===== src/rtl/pwd_pkg.sv =====
package pwd_pkg;

  localparam int unsigned MaxStepsDefault = 63;
  localparam int unsigned CoordW = 32;
  localparam int unsigned DeltaW = 33;
  localparam int unsigned MagW = 32;
  localparam int unsigned SqW = 67;
  localparam int unsigned RootW = 34;
  localparam int unsigned SpacingW = 31;
  localparam logic [SpacingW-1:0] SpacingReset = 31'd65536;

  typedef struct packed {
    logic signed [CoordW-1:0] x;
    logic signed [CoordW-1:0] y;
    logic signed [CoordW-1:0] z;
    logic                     fin;
  } wp_t;

  // front to back: a segment to walk, or only a final point
  typedef struct packed {
    logic signed [CoordW-1:0] px;
    logic signed [CoordW-1:0] py;
    logic signed [CoordW-1:0] pz;
    logic signed [DeltaW-1:0] dx;
    logic signed [DeltaW-1:0] dy;
    logic signed [DeltaW-1:0] dz;
    logic signed [CoordW-1:0] ex;
    logic signed [CoordW-1:0] ey;
    logic signed [CoordW-1:0] ez;
    logic [5:0]               n;
    logic                     clip;
    logic                     fin;
  } seg_t;

endpackage


===== src/rtl/pwd_queue.sv =====
module pwd_queue (
  input  logic          clk,
  input  logic          rst_n,
  input  logic          in_valid,
  output logic          in_stall,
  input  pwd_pkg::seg_t in_data,
  output logic          out_valid,
  input  logic          out_stall,
  output pwd_pkg::seg_t out_data
);

  pwd_pkg::seg_t m_r [2];
  logic [1:0] cnt_r;
  logic wp_r, rp_r;
  logic push, pop;

  assign in_stall  = (cnt_r == 2'd2);
  assign out_valid = (cnt_r != 2'd0);
  assign out_data  = m_r[rp_r];
  assign push = in_valid && !in_stall;
  assign pop  = out_valid && !out_stall;

  always_ff @(posedge clk) begin
    if (!rst_n) begin
      cnt_r <= '0;
      wp_r <= 1'b0;
      rp_r <= 1'b0;
    end else begin
      if (push) wp_r <= !wp_r;
      if (pop) rp_r <= !rp_r;
      cnt_r <= cnt_r + 2'(push) - 2'(pop);
    end
  end

  always_ff @(posedge clk) begin
    if (push) m_r[wp_r] <= in_data;
  end

endmodule


===== config.mk =====
export PLATFORM = sky130hd
export DESIGN_NAME = pwd_queue
export DESIGN_NICKNAME = d
export VERILOG_FILES = /design/src/rtl/pwd_pkg.sv /design/src/rtl/pwd_queue.sv
export SDC_FILE = /design/constraint.sdc
export NUM_CORES = 1
export LEC_CHECK = 0
export BUFFER_PORTS_ARGS = -buffer_cell sky130_fd_sc_hd__buf_2
export CORE_AREA = 2 2 236 238
export CTS_CLUSTER_DIAMETER = 60
export DETAILED_ROUTE_END_ITERATION = 8
export DIE_AREA = 0 0 238 240
export PLACE_DENSITY = 0.66
export SLEW_MARGIN = 10
export SYNTH_ARGS = -nofsm -noshare
export SYNTH_HDL_FRONTEND = slang
export SYNTH_SLANG_ARGS = --single-unit

===== constraint.sdc =====
create_clock -name clk -period 16 [get_ports clk]
set_input_delay 1.6 -clock clk [delete_from_list [all_inputs] [get_ports clk]]
set_output_delay 1.6 -clock clk [all_outputs]
set_load 0.01 [all_outputs]

==> impl_metrics.toml, run 1 <==
[layout]
final-seq-area_um2 = 18100
num-nets-final = 1909
num-fill-cells = 4406
final_common_cell = "buf_2"
final_cell_mix = "buf_2, edfxtp_1, mux2_4"
multi_input_area_um2 = 4270
stdcell_area_um2 = 28500
drive_gt1_frac = 0.610
final_core_util = 0.522
area_growth_pct = 26.2
final_cells = 2372

[drt]
via_per_inst = 4.78
drtAntennaViolNets = 0
wl_mm = 49.9
vias = 11340
routed-wl-met2_mm = 26.4
highest_layer = "met5"
drc = 0
firstDrtPassIters = 6
wire_per_inst_um = 21.0
met3_length_mm = 3.78
drt_iter0_markers = 556
wl_met1_mm = 17.7

[logic_synthesis]
syn_area_um2 = 22600
synth.avg_cell_area_um2 = 23.7
ys_seq_area_frac = 0.798
synthCells = 956
synth_fp_nets = 1261
yosysWarnings = 0
synth_top_family_by_area = "multiplexers"
synth-simple-area-share = 0.00288
synth.area.mux_share = 0.183
synth_xor_area_frac = 0.000774
synth_seq_cells = 603
synthAdderAreaFrac = 0.00111
synth-compound-area-share = 0
yosys.cell_types.count = 18

[hold_path]
hold_path.startpoint = "rp_r"
hold_path_class = "register to register"

[cts]
cts_resized = 0
cts_buffers = 67
postCtsSetupBuffers = 0
clk_latency_ns = 0.59
htreeDepth = 3
path_clk_slew_ns = 0.05
cts_sinks = 603
cts_tree = "done"
ctsHoldBuffers = 0
cts_max_path_buffers = 3
root_buffer = "clkbuf_16"

[worst_setup_path]
cp.arrival_ns = 3.80
reg2reg_from = "cnt_r[0]"
crit_type = "register to primary output"
cp-end-kind = "primary output"
crit_fanout = 66
required_ns = 14.40
startpoint_type = "register"

[timing]
tightest_slew_ns = 1.41
setup_violations = 0
final-max-slew-violation-count = 0
fin_crit_sh = 0.338
fmax_ghz = 0.185
finalClockSkew_ns = 0.0360
period_minus_slack_ns = 5.40
grt_setup_unrepaired = "no"
fin_setup_tns_ns = 0
slew_headroom = 0.0628
finalHoldViolCount = 0

[grt]
grt_pass1_vias = 11920
grt_pass1_wl_mm = 69.8
grt.total_usage = 0.165
grt_start_max_net_pins = 172
overflow = 0
antenna_found_initial = 26

[die]
initial_core_util = 0.414
ioPinCount = 604
die-area_um2 = 57100
die_h_um = 240
coreArea_um2 = 54700
fp.dieW_um = 238
rows = 86

[pwr]
vdd_drop_max_mv = 0.117
power_uw = 4590
leakagePower_uw = 0.0110
powerDensity_nw_per_um2 = 161

[place]
dp_hpwl_mm = 34.7
portBuffers = 603
place.gp.congestion = 0.842
placed_cells = 2239
place_area_um2 = 26300

[run_status]
status = "completed"

[job]
max_cap_violations = 0
-- power by group --
part           total (µW)  internal, µW  leakage (µW)  switching, µW
clock network        1510           907       0.00107            599
logic                1030           500       0.00429            528
registers            2060          1990       0.00563           68.1
-- critical path: stages (launching register included) --
cell and delay, ns:
dfxtp_4 0.80, buf_4 0.82, buf_4 0.94, mux2_2 0.42, buf_2 0.14
-- cells in the mapped netlist, drive strengths merged --
master	instances	area, µm²
nand2b	3	18.8
mux2	299	4120
and2	2	12.5
inv	2	7.51
nand2	3	11.3
ha	2	25.0
and3	1	6.26
mux2i	3	30.0
buf	33	308
xnor2	2	17.5
nor2	1	3.75
or2	1	6.26
dfxtp	5	100
nor2b	1	6.26
edfxtp	598	18000
-- path summary, 6_finish.rpt --
path	endpoint	slack [ns]	depth (start not counted)
hold / removal	register	0.48	2
hold reg to reg	register	0.48	2
setup / recovery	out_data[60]	10.60	4
setup reg to reg	m_r[0][216]	12.40	5
-- metal layers --
layer,GRT usage,vias to the layer above
li1,-,5134
met1,0.170,5620
met2,0.293,430
met3,0.0620,134
met4,0.0858,22
met5,0,-
-- final cells by class --
cell class | count | area share
clock inverter | 42 | 0.0149
inverter | 2 | 0.000263
sequential | 603 | 0.633
multi-input combinational | 318 | 0.150
antenna | 13 | 0.00114
timing repair buffer | 612 | 0.109
clock buffer | 78 | 0.0617
tap | 704 | 0.0309
-- through the flow --
stage / worst slack [ns] / hold slack (ns)
after CTS: 10.53 / 0.486
final: 10.60 / 0.483
after global routing: 10.38 / 0.515
after floorplan: 0.962 / 0.452
after detailed placement: 11.17 / 0.471
after global placement: 11.24 / 0.450
-- cell families after synthesis --
kind of cell / count (synthesis)
fa+ha+maj: 2
flops: 603
mux: 302
simple gates: 12
buf+inv: 35
xor+xnor: 2
-- flip-flops by register name, summed over array words and instances, names as in the netlist, named ones only --
register	cells
wp_r	1
m_r	598
cnt_r	2
rp_r	1
Note: power is estimated with default switching activity, not from simulation.
==> run 2, diff against run 1 <==
==> constraint.sdc (replaced) <==
create_clock -name clk -period 4.8 [get_ports clk]
set_input_delay 0.48 -clock clk [delete_from_list [all_inputs] [get_ports clk]]
set_output_delay 0.48 -clock clk [all_outputs]
set_load 0.01 [all_outputs]
==> impl_metrics.toml, run 2 (synthesis gave the netlist of run 1 again) <==
[run_status]
status = "completed"

[die]
ioPinCount = 604
initial_core_util = 0.414
rows = 86
fp.dieW_um = 238
coreArea_um2 = 54700
die_h_um = 240
die-area_um2 = 57100

[timing]
setup_violations = 0
grt_setup_unrepaired = "no"
final-max-slew-violation-count = 0
fmax_ghz = 0.312
hold_ws_ns = 0.0542
period_minus_slack_ns = 3.20
fin_setup_tns_ns = 0
slew_headroom = 0.318
tightest_slew_ns = 1.02
finalHoldViolCount = 0
fin_crit_sh = 0.667
finalClockSkew_ns = 0.0195

[drt]
firstDrtPassIters = 4
wire_per_inst_um = 20.9
drc = 0
via_per_inst = 4.77
drtAntennaViolNets = 0
wl_mm = 49.6
vias = 11329
drt_iter0_markers = 520

[place]
placed_cells = 2248
dp_hpwl_mm = 34.5
portBuffers = 603
place.gp.congestion = 0.798
place_area_um2 = 26500

[pwr]
comb_power_share = 0.231
pwr-share-seq = 0.452
powerDensity_nw_per_um2 = 529
leakagePower_uw = 0.0110
internal_power_uw = 11100
power_switching_uw = 3980
swShare = 0.263
vdd_drop_max_mv = 0.508
p_clk_frac = 0.317

[worst_setup_path]
rrSetupSlack_ns = 2.66
reg2reg_from = "cnt_r[0]"
reg2reg_depth = 4
cp.arrival_ns = 2.72
crit_type = "register to primary output"
cp-end-kind = "primary output"
required_ns = 4.32
crit_fanout = 60
startpoint_type = "register"
r2r_end = "m_r[0][129]"
crit_end = "out_data[117]"

[layout]
final-seq-area_um2 = 18100
final_cell_mix = "buf_2, edfxtp_1, mux2_4"
largest_register_ffs = 598
stdcell_area_um2 = 28600
regMostFlops = "m_r"
multi_input_area_um2 = 4290
drive_gt1_frac = 0.614
area_growth_pct = 26.2
num-nets-final = 1912
final_common_cell = "buf_2"
final_cells = 2375
num-fill-cells = 4413
reg_top3 = "m_r x598, cnt_r x2"
final_core_util = 0.522

[cts]
cts_max_path_buffers = 3
ctsHoldBuffers = 0
path_clk_slew_ns = 0.06
root_buffer = "clkbuf_16"
cts_tree = "done"
postCtsSetupBuffers = 0
htreeDepth = 2
cts_buffers = 61
cts_resized = 0
cts_sinks = 603
clk_latency_ns = 0.61

[grt]
grt_start_max_net_pins = 136
grt.total_usage = 0.165
grt_pass1_vias = 11737
globalRouteMet1Util = 0.185
grt_pass1_wl_mm = 70.4
antenna_found_initial = 21
busiest_layer = "met2"
met2_usage = 0.285
overflow = 0
met3_usage = 0.0633

[job]
max_cap_violations = 0

[hold_path]
hold_path_class = "primary input to register"
holdPathStages = 1
[run 2: area by class of cell]
class / count / share of cell area
antenna: 11 / 0.000964
timing repair buffer: 621 / 0.113
clock inverter: 44 / 0.0155
inverter: 2 / 0.000263
clock buffer: 72 / 0.0564
tap: 704 / 0.0309
sequential: 603 / 0.633
multi-input combinational: 318 / 0.150
[run 2: worst min-delay path by stage]
stage,endpoint,startpoint,slack [ns]
6_report,m_r[1][265],in_data[265],0.05
5_1_grt,m_r[1][258],in_data[258],0.01
4_1_cts,m_r[0][266],in_data[266],0.006
3_5_place_dp,register,rp_r,0.46
3_3_place_gp,register,rp_r,0.45
2_1_floorplan,register,rp_r,0.45
[run 2: stage by stage]
stage               worst slack [ns]  power [µW]
global placement                2.20       10500
finish                          1.60       15100
detailed placement              2.17       10500
CTS                             1.52       15300
floorplan                     -0.558        9270
global route                    1.44       15700
[run 2: critical path: stages (launching register included)]
cell	delay (ns)
dfxtp_4	0.98
buf_12	0.46
mux2_4	0.34
buf_2	0.16
[run 2: routing by layer]
layer	routed length (µm)	share of wire
met5	131	0.0026
met4	1410	0.028
met3	4370	0.088
met2	25400	0.51
met1	18300	0.37
[run 2: power groups by stage]
| stage | Clock, µW | Combinational (µW) | Sequential [µW] |
|---|---|---|---|
| 2_1_floorplan | 0 | 2330 | 6940 |
| 3_3_place_gp | 0 | 3530 | 6920 |
| 3_5_place_dp | 0 | 3540 | 6960 |
| 4_1_cts | 4900 | 3550 | 6850 |
| 5_1_grt | 5090 | 3710 | 6900 |
| 6_report | 4790 | 3490 | 6840 |
