--- config.mk ---
export PLATFORM = sky130hd
export DESIGN_NAME = pwd_front
export DESIGN_NICKNAME = d
export VERILOG_FILES = /design/src/rtl/pwd_pkg.sv /design/src/rtl/pwd_front.sv
export SDC_FILE = /design/constraint.sdc
export NUM_CORES = 2
export LEC_CHECK = 0
export ABC_AREA = 1
export BUFFER_PORTS_ARGS = -buffer_cell sky130_fd_sc_hd__buf_2
export CELL_PAD_IN_SITES_DETAIL_PLACEMENT = 0
export CELL_PAD_IN_SITES_GLOBAL_PLACEMENT = 1
export CORE_MARGIN = 2
export CORE_UTILIZATION = 40
export DETAILED_ROUTE_END_ITERATION = 6
export PLACE_DENSITY_LB_ADDON = 0.15
export SLEW_MARGIN = 20
export SYNTH_ARGS = -nofsm -noshare
export SYNTH_HDL_FRONTEND = slang
export SYNTH_SLANG_ARGS = --single-unit
--- constraint.sdc ---
create_clock -name clk -period 12.9 [get_ports clk]
set_clock_uncertainty 0.05 [all_clocks]
set_input_delay 2.58 -clock clk [delete_from_list [all_inputs] [get_ports clk]]
set_output_delay 2.58 -clock clk [all_outputs]
set_load 0.05 [all_outputs]
--- src/rtl/pwd_pkg.sv ---
package pwd_pkg;

  localparam int unsigned MaxStepsDefault = 63;
  localparam int unsigned CoordW = 32;
  localparam int unsigned DeltaW = 33;
  localparam int unsigned MagW = 32;
  localparam int unsigned SqW = 67;
  localparam int unsigned RootW = 34;
  localparam int unsigned SpacingW = 31;
  localparam logic [SpacingW-1:0] SpacingReset = 31'd65536;

  typedef struct packed {
    logic signed [CoordW-1:0] x;
    logic signed [CoordW-1:0] y;
    logic signed [CoordW-1:0] z;
    logic                     fin;
  } wp_t;

  // front to back: a segment to walk, or only a final point
  typedef struct packed {
    logic signed [CoordW-1:0] px;
    logic signed [CoordW-1:0] py;
    logic signed [CoordW-1:0] pz;
    logic signed [DeltaW-1:0] dx;
    logic signed [DeltaW-1:0] dy;
    logic signed [DeltaW-1:0] dz;
    logic signed [CoordW-1:0] ex;
    logic signed [CoordW-1:0] ey;
    logic signed [CoordW-1:0] ez;
    logic [5:0]               n;
    logic                     clip;
    logic                     fin;
  } seg_t;

endpackage

--- src/rtl/pwd_front.sv ---
module pwd_front #(
  parameter int unsigned MAX_STEPS = pwd_pkg::MaxStepsDefault
) (
  input  logic                           clk,
  input  logic                           rst_n,
  input  logic [pwd_pkg::SpacingW-1:0]   spacing,
  input  logic                           wp_valid,
  output logic                           wp_stall,
  input  pwd_pkg::wp_t                   wp,
  output logic                           seg_valid,
  input  logic                           seg_stall,
  output pwd_pkg::seg_t                  seg
);

  localparam logic [2:0] S_IDLE = 3'd0;
  localparam logic [2:0] S_SQ   = 3'd1;
  localparam logic [2:0] S_ROOT = 3'd2;
  localparam logic [2:0] S_DIV  = 3'd3;
  localparam logic [2:0] S_OUT  = 3'd4;

  logic [2:0] state_r, state_nxt;
  logic [1:0] sqc_r;
  logic [5:0] cnt_r;
  logic [pwd_pkg::CoordW-1:0] prx_r, pry_r, prz_r;
  logic have_r;
  pwd_pkg::seg_t seg_r;
  logic [pwd_pkg::SqW-1:0] sq_r;
  logic [pwd_pkg::SqW-1:0] rem_r;
  logic [pwd_pkg::RootW-1:0] root_r;
  logic [pwd_pkg::RootW-1:0] quo_r;
  logic [pwd_pkg::RootW:0]   drem_r;
  logic [pwd_pkg::SpacingW-1:0] sp_r;

  logic [pwd_pkg::MagW-1:0] mag_sel;
  logic signed [pwd_pkg::DeltaW-1:0] d_sel;
  logic [63:0] prod;
  logic [pwd_pkg::SqW-1:0] trial, rem_sub;
  logic [pwd_pkg::RootW:0] dshift;
  logic qbit;
  logic [pwd_pkg::RootW-1:0] quo_nxt;

  assign wp_stall  = (state_r != S_IDLE);
  assign seg_valid = (state_r == S_OUT);
  assign seg       = seg_r;

  always_comb begin
    unique case (sqc_r)
      2'd0:    d_sel = seg_r.dx;
      2'd1:    d_sel = seg_r.dy;
      default: d_sel = seg_r.dz;
    endcase
    mag_sel = d_sel[pwd_pkg::DeltaW-1] ? pwd_pkg::MagW'(-d_sel) : pwd_pkg::MagW'(d_sel);
    prod = 64'(mag_sel) * 64'(mag_sel);
    // restoring square root, one result bit per cycle
    trial = ((pwd_pkg::SqW)'(root_r) << (cnt_r + 6'd1)) |
            ((pwd_pkg::SqW)'(1) << {cnt_r, 1'b0});
    rem_sub = rem_r - trial;
    dshift = {drem_r[pwd_pkg::RootW-1:0], root_r[pwd_pkg::RootW-1]};
    qbit = (dshift >= (pwd_pkg::RootW+1)'(sp_r));
    quo_nxt = {quo_r[pwd_pkg::RootW-2:0], qbit};
  end

  always_ff @(posedge clk) begin
    if (!rst_n) begin
      state_r <= S_IDLE;
      have_r  <= 1'b0;
      prx_r <= '0;
      pry_r <= '0;
      prz_r <= '0;
    end else begin
      state_r <= state_nxt;
      if (state_r == S_IDLE && wp_valid) begin
        have_r <= !wp.fin;
        prx_r <= wp.x;
        pry_r <= wp.y;
        prz_r <= wp.z;
      end
    end
  end

  always_comb begin
    state_nxt = state_r;
    unique case (state_r)
      S_IDLE: if (wp_valid) state_nxt = have_r ? S_SQ : S_OUT;
      S_SQ:   if (sqc_r == 2'd2) state_nxt = S_ROOT;
      S_ROOT: if (cnt_r == 6'd0) state_nxt = S_DIV;
      S_DIV:  if (cnt_r == 6'd0) state_nxt = S_OUT;
      S_OUT:  if (!seg_stall) state_nxt = S_IDLE;
      default: state_nxt = S_IDLE;
    endcase
  end

  always_ff @(posedge clk) begin
    unique case (state_r)
      S_IDLE: begin
        seg_r.px <= prx_r;
        seg_r.py <= pry_r;
        seg_r.pz <= prz_r;
        seg_r.dx <= pwd_pkg::DeltaW'(wp.x) - pwd_pkg::DeltaW'(signed'(prx_r));
        seg_r.dy <= pwd_pkg::DeltaW'(wp.y) - pwd_pkg::DeltaW'(signed'(pry_r));
        seg_r.dz <= pwd_pkg::DeltaW'(wp.z) - pwd_pkg::DeltaW'(signed'(prz_r));
        seg_r.ex <= wp.x;
        seg_r.ey <= wp.y;
        seg_r.ez <= wp.z;
        seg_r.fin <= wp.fin;
        seg_r.n <= '0;
        seg_r.clip <= 1'b0;
        sq_r <= '0;
        sqc_r <= '0;
        sp_r <= (spacing == '0) ? pwd_pkg::SpacingW'(1) : spacing;
      end
      S_SQ: begin
        sq_r <= sq_r + pwd_pkg::SqW'(prod);
        sqc_r <= sqc_r + 2'd1;
        if (sqc_r == 2'd2) begin
          rem_r <= sq_r + pwd_pkg::SqW'(prod);
          root_r <= '0;
          cnt_r <= 6'(pwd_pkg::RootW - 1);
        end
      end
      S_ROOT: begin
        if (!rem_sub[pwd_pkg::SqW-1] && rem_r >= trial) begin
          rem_r <= rem_sub;
          root_r <= root_r | (pwd_pkg::RootW'(1) << cnt_r);
        end
        cnt_r <= cnt_r - 6'd1;
        if (cnt_r == 6'd0) begin
          drem_r <= '0;
          quo_r <= '0;
          cnt_r <= 6'(pwd_pkg::RootW - 1);
        end
      end
      S_DIV: begin
        // restoring divide len / spacing, root_r shifts out MSB first
        root_r <= {root_r[pwd_pkg::RootW-2:0], 1'b0};
        if (qbit) begin
          drem_r <= dshift - (pwd_pkg::RootW+1)'(sp_r);
        end else begin
          drem_r <= dshift;
        end
        quo_r <= quo_nxt;
        cnt_r <= cnt_r - 6'd1;
        if (cnt_r == 6'd0) begin
          if (quo_nxt > pwd_pkg::RootW'(MAX_STEPS)) begin
            seg_r.n <= 6'(MAX_STEPS);
            seg_r.clip <= 1'b1;
          end else begin
            seg_r.n <= quo_nxt[5:0];
          end
        end
      end
      S_OUT: ;
      default: ;
    endcase
  end

endmodule

==> results.md <==
* Yosys warns at 0
* Routed vias at 60150
* Setup crit start kind: register
* Share of cells above drive strength 1 at 9.587%
* Tcrit/Tclk final at 88.35%
* FILL cells at 18510
* Gr usage total at 29.70%
* Drt via density at 5.171
* Syn_area_per_cell at 8.295 um2
* Synth Register Bits at 673
* Status: finished, final reports clean
* Sequential cell area fraction in the yosys report at 26.21%
* Fin nets at 10650
* Max Fanout on Critical Path at 37
* Post-Synthesis Cells at 8836
* Max Cap Viol at 0
* Clk sink count at 673
* Worst setup EP type: register
* Chip height at 432.1 um
* Initial antenna violation count at 14
* GRT overflow at 0
* Wire per inst at 23.81 um
* GP Congestion at 0.9825
* Number of flops mapped to enable cells by yosys at 573
* P&R area growth vs syn at 10.14%
* Data required, critical path at 13.30 ns
* Post-DP HPWL at 230900 um
* TritonRoute pass-1 iters at 6
* Cell taking the most area after synthesis: fa_1
* Max Freq at 0.08774 GHz
* Mapped Area at 0.07329 mm2
* Synth cell count leaders: inv_1 (1879), nand2_1 (1547), nor2_1 (998)
* Setup tns final at 0 ns
* Hold-fix buffers, CTS at 0
* Kind of critical path: register to register
* HP Class: register to register
* Initial DRC Count at 4352
* Antenna-violating nets left at 0
* Synthesized Nets at 10310
* Unrepaired setup endpoints after global routing: false
* Largest net degree at the start of global routing at 130
* Rel. slew slack at 26.73%
* Most frequent cell after synthesis: inv_1
* DRT Wirelength at 276900 um
* Boundary Pins at 433
* Clk_lat worst skew at 0.76 ns
* Final setup fails at 0
* Slowest CP cell: nand2_2
* Top cells by area, synth: fa_1 (24%), edfxtp_1 (23%), inv_1 (9.6%)
* Post-CTS resize count at 0
* Max-slew violation count at 0
* Global-route wire length before repair at 407700 um
* Maximum root-to-sink buffer count at 3
* CTS Root Cell: clkbuf_16
* Core Footprint at 0.1825 mm2
* Die X-Extent at 432.1 um
* Vias in the first global route at 62440
* FP Rows at 157
* TritonCTS clock tree: built
* Fin. Hold Viols at 0
* H-tree Lvls at 3
* Initial Util at 40.16%
* Post CTS Setup Buffer Count at 0
* Max incr delay on CP at 0.61 ns
* Worst Path Arrival at 11.80 ns
* Synth unique cells at 59
* Slew @ Worst Pin at 1.098 ns
* Port bufs at 432
* Post-synthesis async set-or-reset flop share at 0%
* Dominant synthesized flop cell: edfxtp_1
* Post-route DRC at 0
* Crit-path most repeated cell: fa_1
* Tmin final at 11.40 ns
* Num CTS Buffers at 83
* Top cell type's share of synthesized area at 23.96%
* Die ar. at 0.1867 mm2
* Reg clk slew, reported paths at 0.06 ns
## critical path, delay by kind of cell, from the launching register on
kind	cells	cell delay, ns
compound gates	4	1.10
flops	1	0.39
simple gates	15	3.75
fa+ha+maj	11	5.01
buf+inv	6	0.79
## layout by cell type (no fill, tap or decap), types with 31 or more instances in the layout
cell type     n
a21o_1       31
xor2_1      115
nor2_1      994
xnor2_1      64
a21oi_1     477
clkbuf_16    87
nor2_4       49
inv_1      1878
o21ai_0     512
edfxtp_1    573
buf_4        72
nand3b_1     67
nor2_2       44
nor3_1       74
inv_2        64
dfxtp_1     100
nand3_1     276
fa_1        877
nand2_1    1543
nand4_1      48
o21bai_1     65
ha_1        463
buf_2       431
## final timing paths
path,from,end,slack (ns),depth (start not counted)
setup / recovery,sqc_r[0],rem_r[39],1.50,36
hold / removal,prz_r[6],seg[209],0.37,0
setup reg to reg,sqc_r[0],rem_r[39],1.50,36
hold reg to reg,prz_r[6],seg[209],0.37,0
## logic make-up after synthesis
logic type,after synthesis,share of synthesized area (%)
and+or+nand+nor,3195,18.49
buffers and inverters,2204,11.75
adders and majority gates,1342,31.89
AOI/OAI and AO/OA,1215,9.096
DFF,673,26.21
xor gates and xnor gates,182,2.226
muxes,25,0.3414
## flip-flops by register name, summed over array words and instances, names as in the netlist, 32 cells and up
| signal | count |
|---|---|
| drem_r | 34 |
| sq_r | 67 |
| pry_r | 32 |
| rem_r | 67 |
| prx_r | 32 |
| quo_r | 33 |
| root_r | 34 |
| seg | 299 |
| prz_r | 32 |
## stage by stage
stage | utilization [%] | hold slack [ns] | cell area [um2] | cells | setup slack (ns)
floorplan | - | 0.3582 | 73290 | 8836 | 3.905
global placement | 42.63 | 0.3644 | 77790 | 11480 | 1.661
detailed placement | 42.63 | 0.3637 | 77790 | 11480 | 1.453
CTS | 44.22 | 0.3727 | 80700 | 11630 | 1.472
global route | 44.23 | 0.3792 | 80710 | 11630 | 0.8890
finish | 44.23 | 0.3732 | 80720 | 11630 | 1.503
## per-layer routing
layer | part of all wire, % | vias to the layer above | global-route usage [%]
met4 | 3.5 | 18 | 9.486
met2 | 48 | 1781 | 50.80
met5 | 0.044 | - | 0
met1 | 41 | 29790 | 37.85
li1 | - | 28200 | -
met3 | 6.5 | 366 | 5.480
## final cells by class
type,instances,area [um2],area share [%]
diodes,6,15.01,0.01860
inverters,1954,7347,9.102
well taps,2385,2984,3.697
flip-flops and latches,673,19210,23.80
clock buffers,105,2345,2.905
clock inverters,47,566.8,0.7022
repair buffers,504,2718,3.367
multi-input cells,5959,45530,56.41
Power is not shown: default switching activity piles up to over one toggle a cycle in this logic, so the estimate is an artifact.
