### src/rtl/pwd_pkg.sv
package pwd_pkg;

  localparam int unsigned MaxStepsDefault = 63;
  localparam int unsigned CoordW = 32;
  localparam int unsigned DeltaW = 33;
  localparam int unsigned MagW = 32;
  localparam int unsigned SqW = 67;
  localparam int unsigned RootW = 34;
  localparam int unsigned SpacingW = 31;
  localparam logic [SpacingW-1:0] SpacingReset = 31'd65536;

  typedef struct packed {
    logic signed [CoordW-1:0] x;
    logic signed [CoordW-1:0] y;
    logic signed [CoordW-1:0] z;
    logic                     fin;
  } wp_t;

  // front to back: a segment to walk, or only a final point
  typedef struct packed {
    logic signed [CoordW-1:0] px;
    logic signed [CoordW-1:0] py;
    logic signed [CoordW-1:0] pz;
    logic signed [DeltaW-1:0] dx;
    logic signed [DeltaW-1:0] dy;
    logic signed [DeltaW-1:0] dz;
    logic signed [CoordW-1:0] ex;
    logic signed [CoordW-1:0] ey;
    logic signed [CoordW-1:0] ez;
    logic [5:0]               n;
    logic                     clip;
    logic                     fin;
  } seg_t;

endpackage

### src/rtl/pwd_back.sv
module pwd_back (
  input  logic                            clk,
  input  logic                            rst_n,
  input  logic                            seg_valid,
  output logic                            seg_stall,
  input  pwd_pkg::seg_t                   seg,
  output logic                            out_valid,
  input  logic                            out_stall,
  output logic signed [pwd_pkg::CoordW-1:0] pt_x,
  output logic signed [pwd_pkg::CoordW-1:0] pt_y,
  output logic signed [pwd_pkg::CoordW-1:0] pt_z,
  output logic                            pt_end,
  output logic                            pt_clip
);

  localparam logic [2:0] B_IDLE = 3'd0;
  localparam logic [2:0] B_MUL  = 3'd1;
  localparam logic [2:0] B_DIV  = 3'd2;
  localparam logic [2:0] B_OUT  = 3'd3;
  localparam logic [2:0] B_FIN  = 3'd4;
  localparam int unsigned PW = 39;

  logic [2:0] st_r;
  pwd_pkg::seg_t s_r;
  logic [5:0] j_r, bit_r;
  logic [1:0] ax_r;
  logic [PW-1:0] num_r [3];
  logic neg_r [3];
  logic [PW-1:0] q_r [3];
  logic [6:0] rem_r;
  logic [pwd_pkg::CoordW-1:0] ox_r, oy_r, oz_r;
  logic oend_r, oclip_r, ov_r;
  logic signed [pwd_pkg::DeltaW-1:0] d_sel;
  logic [PW-1:0] m_sel;
  logic [PW-1:0] prd;
  logic [6:0] rsh;
  logic [PW-1:0] qs [3];
  logic [pwd_pkg::CoordW-1:0] sum [3];

  assign seg_stall = (st_r != B_IDLE);
  assign out_valid = ov_r;
  assign pt_x = ox_r;
  assign pt_y = oy_r;
  assign pt_z = oz_r;
  assign pt_end = oend_r;
  assign pt_clip = oclip_r;

  always_comb begin
    unique case (ax_r)
      2'd0:    d_sel = s_r.dx;
      2'd1:    d_sel = s_r.dy;
      default: d_sel = s_r.dz;
    endcase
    m_sel = d_sel[pwd_pkg::DeltaW-1] ? PW'(-d_sel) : PW'(d_sel);
    prd = PW'(m_sel * PW'(j_r));
    rsh = {rem_r[5:0], num_r[ax_r][bit_r]};
    for (int k = 0; k < 3; k++) begin
      qs[k] = neg_r[k] ? -q_r[k] : q_r[k];
    end
    sum[0] = s_r.px + qs[0][pwd_pkg::CoordW-1:0];
    sum[1] = s_r.py + qs[1][pwd_pkg::CoordW-1:0];
    sum[2] = s_r.pz + qs[2][pwd_pkg::CoordW-1:0];
  end

  always_ff @(posedge clk) begin
    if (!rst_n) begin
      st_r <= B_IDLE;
      ov_r <= 1'b0;
    end else begin
      if (ov_r && !out_stall && st_r != B_OUT && st_r != B_FIN) ov_r <= 1'b0;
      unique case (st_r)
        B_IDLE: if (seg_valid) begin
          s_r <= seg;
          j_r <= '0;
          ax_r <= '0;
          st_r <= (seg.n == '0) ? (seg.fin ? B_FIN : B_IDLE) : B_MUL;
        end
        B_MUL: begin
          // one axis per cycle: |d|*j
          num_r[ax_r] <= prd;
          neg_r[ax_r] <= d_sel[pwd_pkg::DeltaW-1];
          q_r[ax_r] <= '0;
          if (ax_r == 2'd2) begin
            ax_r <= '0;
            bit_r <= 6'(PW - 1);
            rem_r <= '0;
            st_r <= B_DIV;
          end else begin
            ax_r <= ax_r + 2'd1;
          end
        end
        B_DIV: begin
          if (rsh >= {1'b0, s_r.n}) begin
            rem_r <= rsh - {1'b0, s_r.n};
            q_r[ax_r] <= {q_r[ax_r][PW-2:0], 1'b1};
          end else begin
            rem_r <= rsh;
            q_r[ax_r] <= {q_r[ax_r][PW-2:0], 1'b0};
          end
          bit_r <= bit_r - 6'd1;
          if (bit_r == 6'd0) begin
            bit_r <= 6'(PW - 1);
            rem_r <= '0;
            if (ax_r == 2'd2) st_r <= B_OUT;
            else ax_r <= ax_r + 2'd1;
          end
        end
        B_OUT: if (!ov_r || !out_stall) begin
          ov_r <= 1'b1;
          ox_r <= sum[0];
          oy_r <= sum[1];
          oz_r <= sum[2];
          oend_r <= 1'b0;
          oclip_r <= s_r.clip;
          ax_r <= '0;
          j_r <= j_r + 6'd1;
          if (j_r + 6'd1 == s_r.n) st_r <= s_r.fin ? B_FIN : B_IDLE;
          else st_r <= B_MUL;
        end
        B_FIN: if (!ov_r || !out_stall) begin
          ov_r <= 1'b1;
          ox_r <= s_r.ex;
          oy_r <= s_r.ey;
          oz_r <= s_r.ez;
          oend_r <= 1'b1;
          oclip_r <= s_r.clip;
          st_r <= B_IDLE;
        end
        default: st_r <= B_IDLE;
      endcase
    end
  end

`ifndef SYNTHESIS
  a_hold: assert property (@(posedge clk) disable iff (!rst_n)
    ov_r && out_stall |=> ov_r && $stable(ox_r) && $stable(oend_r))
    else $error("output beat changed while stalled");
  a_nz: assert property (@(posedge clk) disable iff (!rst_n)
    (st_r == B_DIV) |-> s_r.n != '0)
    else $error("divide by zero step count");
  a_end: assert property (@(posedge clk) disable iff (!rst_n)
    (st_r == B_FIN) |-> s_r.fin)
    else $error("final beat without final waypoint");
`endif

endmodule

### config.mk
export PLATFORM = sky130hd
export DESIGN_NAME = pwd_back
export DESIGN_NICKNAME = d
export VERILOG_FILES = /design/src/rtl/pwd_pkg.sv /design/src/rtl/pwd_back.sv
export SDC_FILE = /design/constraint.sdc
export NUM_CORES = 1
export LEC_CHECK = 0
export ABC_AREA = 1
export BUFFER_PORTS_ARGS = -buffer_cell sky130_fd_sc_hd__buf_4
export CORE_UTILIZATION = 45
export CTS_CLUSTER_SIZE = 12
export DETAILED_ROUTE_END_ITERATION = 8
export PLACE_DENSITY = 0.73
export SYNTH_ARGS = -nofsm -noshare
export SYNTH_HDL_FRONTEND = slang
export SYNTH_SLANG_ARGS = --single-unit
### constraint.sdc
create_clock -name clk -period 38.6 [get_ports clk]
set_clock_uncertainty 0.15 [all_clocks]
set_input_delay 1.93 -clock clk [delete_from_list [all_inputs] [get_ports clk]]
set_output_delay 1.93 -clock clk [all_outputs]
set_load 0.01 [all_outputs]
==> flow_metrics.py <==
metrics = {
    "synth": {
        "synth_top_cell_area_share": 0.489,
        "ys_async_sr_fraction": 0,
        "synth_edf_count": 664,
        "yosysTopAreaCell": "edfxtp_1",
        "synthCells": 4366,
        "ys_ff_latch": 670,
        "syn_area_um2": 40800,
        "yosysUniqueCellTypes": 58,
        "ys_warn_count": 0,
        "avgSynthCellArea_um2": 9.34,
        "synth_area_leaders": "edfxtp_1 49%, nand2_1 7.8%, fa_1 6.9%, nor2_1 5.8%, inv_1 4.8%",
        "synth_top_flop_cell": "edfxtp_1",
        "ys_seq_area_frac": 0.492,
    },
    "cells_and_area": {
        "fillers": 8135,
        "fin_util": 0.528,
        "drive_gt1_frac": 0.134,
        "syn_to_final_growth_pct": 16.5,
        "fin_nets": 5374,
    },
    "place": {
        "io_buffer_count": 402,
        "gp_congestion": 0.955,
        "dp_hpwl_um": 86900,
    },
    "setup_path": {
        "worst_path_most_repeated_cell": "inv_1",
        "cp-end-kind": "flip-flop",
        "worstPathRequired_ps": 38830,
        "critPathLaunch": "ax_r[0]",
        "r2r_end": "num_r[0][24]",
        "rr_worst_depth": 22,
        "crit_path_start_kind": "flip-flop",
        "endpoint": "num_r[0][24]",
        "crit_type": "reg2reg",
        "crit_fanout": 35,
        "critPathSlowestCell": "inv_1",
        "crit_path_max_incr_delay_ps": 780,
        "arrival_ps": 7790,
        "reg2reg_from": "ax_r[0]",
        "crit_chain": "inv_1 > ha_1 > buf_4 > nor2_8 > a21oi_2 > inv_1 > nand2_1 > xnor2_1 > nor2_1 > fa_1 > inv_1 > fa_1 > fa_1 > inv_1 > ha_1 > a21oi_1 > nand2_1 > a21boi_0 > o21ai_0 > a21oi_1 > o21ai_0 > xor2_1",
        "rrSetupSlack_ps": 31040,
    },
    "detailed_routing": {
        "wl_um": 114000,
        "wl_met1_um": 45700,
        "dr.max_layer_used": "met5",
        "remaining_drc_errors": 0,
        "ant_nets": 0,
        "vias": 32200,
        "routedWlPerCell_um": 19.0,
        "drtIter0Drc": 2579,
        "viasPerCell": 5.36,
        "dr.pass1.iters": 6,
        "wl_met3_um": 6560,
        "dr_wl_met2_um": 57400,
    },
    "hold_path": {
        "worstHoldStart": "s_r[1]",
        "hp-class": "reg2reg",
    },
    "cts": {
        "postCtsSetupRepairBufs": 0,
        "cts_root_buf": "clkbuf_16",
        "clock-sinks": 670,
        "htree_levels": 3,
        "cts_buffers": 74,
        "clkTransAtPathRegs_ps": 60,
        "cts_hold_buf": 0,
        "cts_buffer_depth": 3,
        "insertion_delay_ps": 680,
        "cts_resized": 0,
        "cts_tree": "yes",
    },
    "sta": {
        "worstMarginPinSlew_ps": 1150,
        "slew_viol_final": 0,
        "timing.fmax_mhz": 132,
        "finalHoldViolations": 0,
        "setup_viol": 0,
        "setup-tns-final_ps": 0,
        "period_share": 0.196,
        "rsz0062_at_grt": "no",
        "period_minus_slack_ps": 7560,
        "max_slew_margin": 0.230,
    },
    "floorplanning": {
        "die_area_um2": 91800,
        "core_area_um2": 89900,
        "dieHeight_um": 303,
        "core.rowCount": 110,
        "start_util": 0.454,
        "die_w_um": 303,
        "io_pins": 403,
    },
    "job": {
        "max_cap_viol_count": 0,
    },
    "global_route": {
        "grtUsageTotal": 0.247,
        "antenna_found_initial": 8,
        "grt_pass1_vias": 31500,
        "grt-ovfl-total": 0,
        "grt_start_max_net_pins": 99,
        "grt_pass1_wl_um": 175000,
    },
    "status": {
        "status": "complete, no violations",
    },
}
==> placed cells by master, fill, tap and decap left out, types with 15 or more instances in the layout <==
cell type    n
a21o_1      19
a21oi_1    231
a31oi_1     48
buf_4      431
clkbuf_1    21
clkbuf_16   74
conb_1      15
edfxtp_1   664
fa_1       141
ha_1       152
inv_1      525
nand2_1    845
nand2_2     22
nand3_1    243
nand4_1     53
nor2_1     624
nor3_1      44
o21ai_0    237
o21bai_1    23
or2_2       36
xnor2_1     65
xor2_1     119
==> metrics by stage <==
step	hold slack, ps	instance area [um^2]	setup WS (ps)	instances
finish	279	47500	31040	6011
detailed placement	262	45100	31130	5878
floorplan	250	40800	23220	4379
global placement	254	45100	31270	5878
global route	295	47500	30570	6011
CTS	281	47500	31120	6004
==> kinds of logic after synthesis <==
kind of cell / Yosys count / synth area share
DFF: 670 / 0.492
AOI/OAI and AO/OA: 638 / 0.0879
other: 2 / 0.000184
adders and majority gates: 293 / 0.116
buffers and inverters: 644 / 0.0614
and+or+nand+nor: 1925 / 0.199
xor gates and xnor gates: 194 / 0.0438
==> worst min path at each step <==
stage | end | slack (ps) | cells after the start
floorplan | pt_clip | 250 | 0
global placement | pt_clip | 250 | 0
detailed placement | pt_clip | 260 | 0
CTS | pt_clip | 280 | 0
global route | pt_clip | 300 | 0
finish | pt_clip | 280 | 0
==> metal layers <==
layer,track usage,vias up
li1,-,15400
met1,0.305,15400
met2,0.435,1147
met3,0.0336,226
met4,0.0973,2
met5,0,-
==> cell usage after synthesis (19+ instances only) <==
master and n:
edfxtp_1 664, a21oi_1 231, nor3_1 45, fa_1 141
nand3_1 243, nand2_1 845, ha_1 152, nor2_1 633
nand4_1 53, buf_2 19, or2_2 36, clkbuf_1 66
inv_1 526, xor2_1 119, a21o_1 19, xnor2_1 65
o21bai_1 23, o21ai_0 237, a31oi_1 48, nand2_2 22
==> worst max-delay path, delay by kind of cell (launching register included) <==
family	cells	cell delay [ps]
compound gates	6	1680
xor+xnor	2	650
fa+ha+maj	5	2120
buf+inv	5	1220
flops	1	400
simple gates	4	1020
==> sequential cells by signal, indices dropped and copies added (netlist names), 32 cells and up, named ones only <==
register / count
s_r: 299
pt_x: 32
pt_y: 32
q_r: 127
num_r: 117
pt_z: 32
==> layout make-up <==
| class | count | area [um^2] | share of cell area |
|---|---|---|---|
| flip-flops and latches | 670 | 20100 | 0.422 |
| multi-input cells | 3065 | 18300 | 0.385 |
| repair buffers | 431 | 3240 | 0.0681 |
| inverters | 536 | 2010 | 0.0424 |
| clock buffers | 95 | 1930 | 0.0407 |
| well taps | 1176 | 1470 | 0.0310 |
| clock inverters | 31 | 454 | 0.00956 |
| diodes | 7 | 17.5 | 0.000369 |
Power is not shown: default switching activity piles up to over one toggle a cycle in this logic, so the estimate is an artifact.
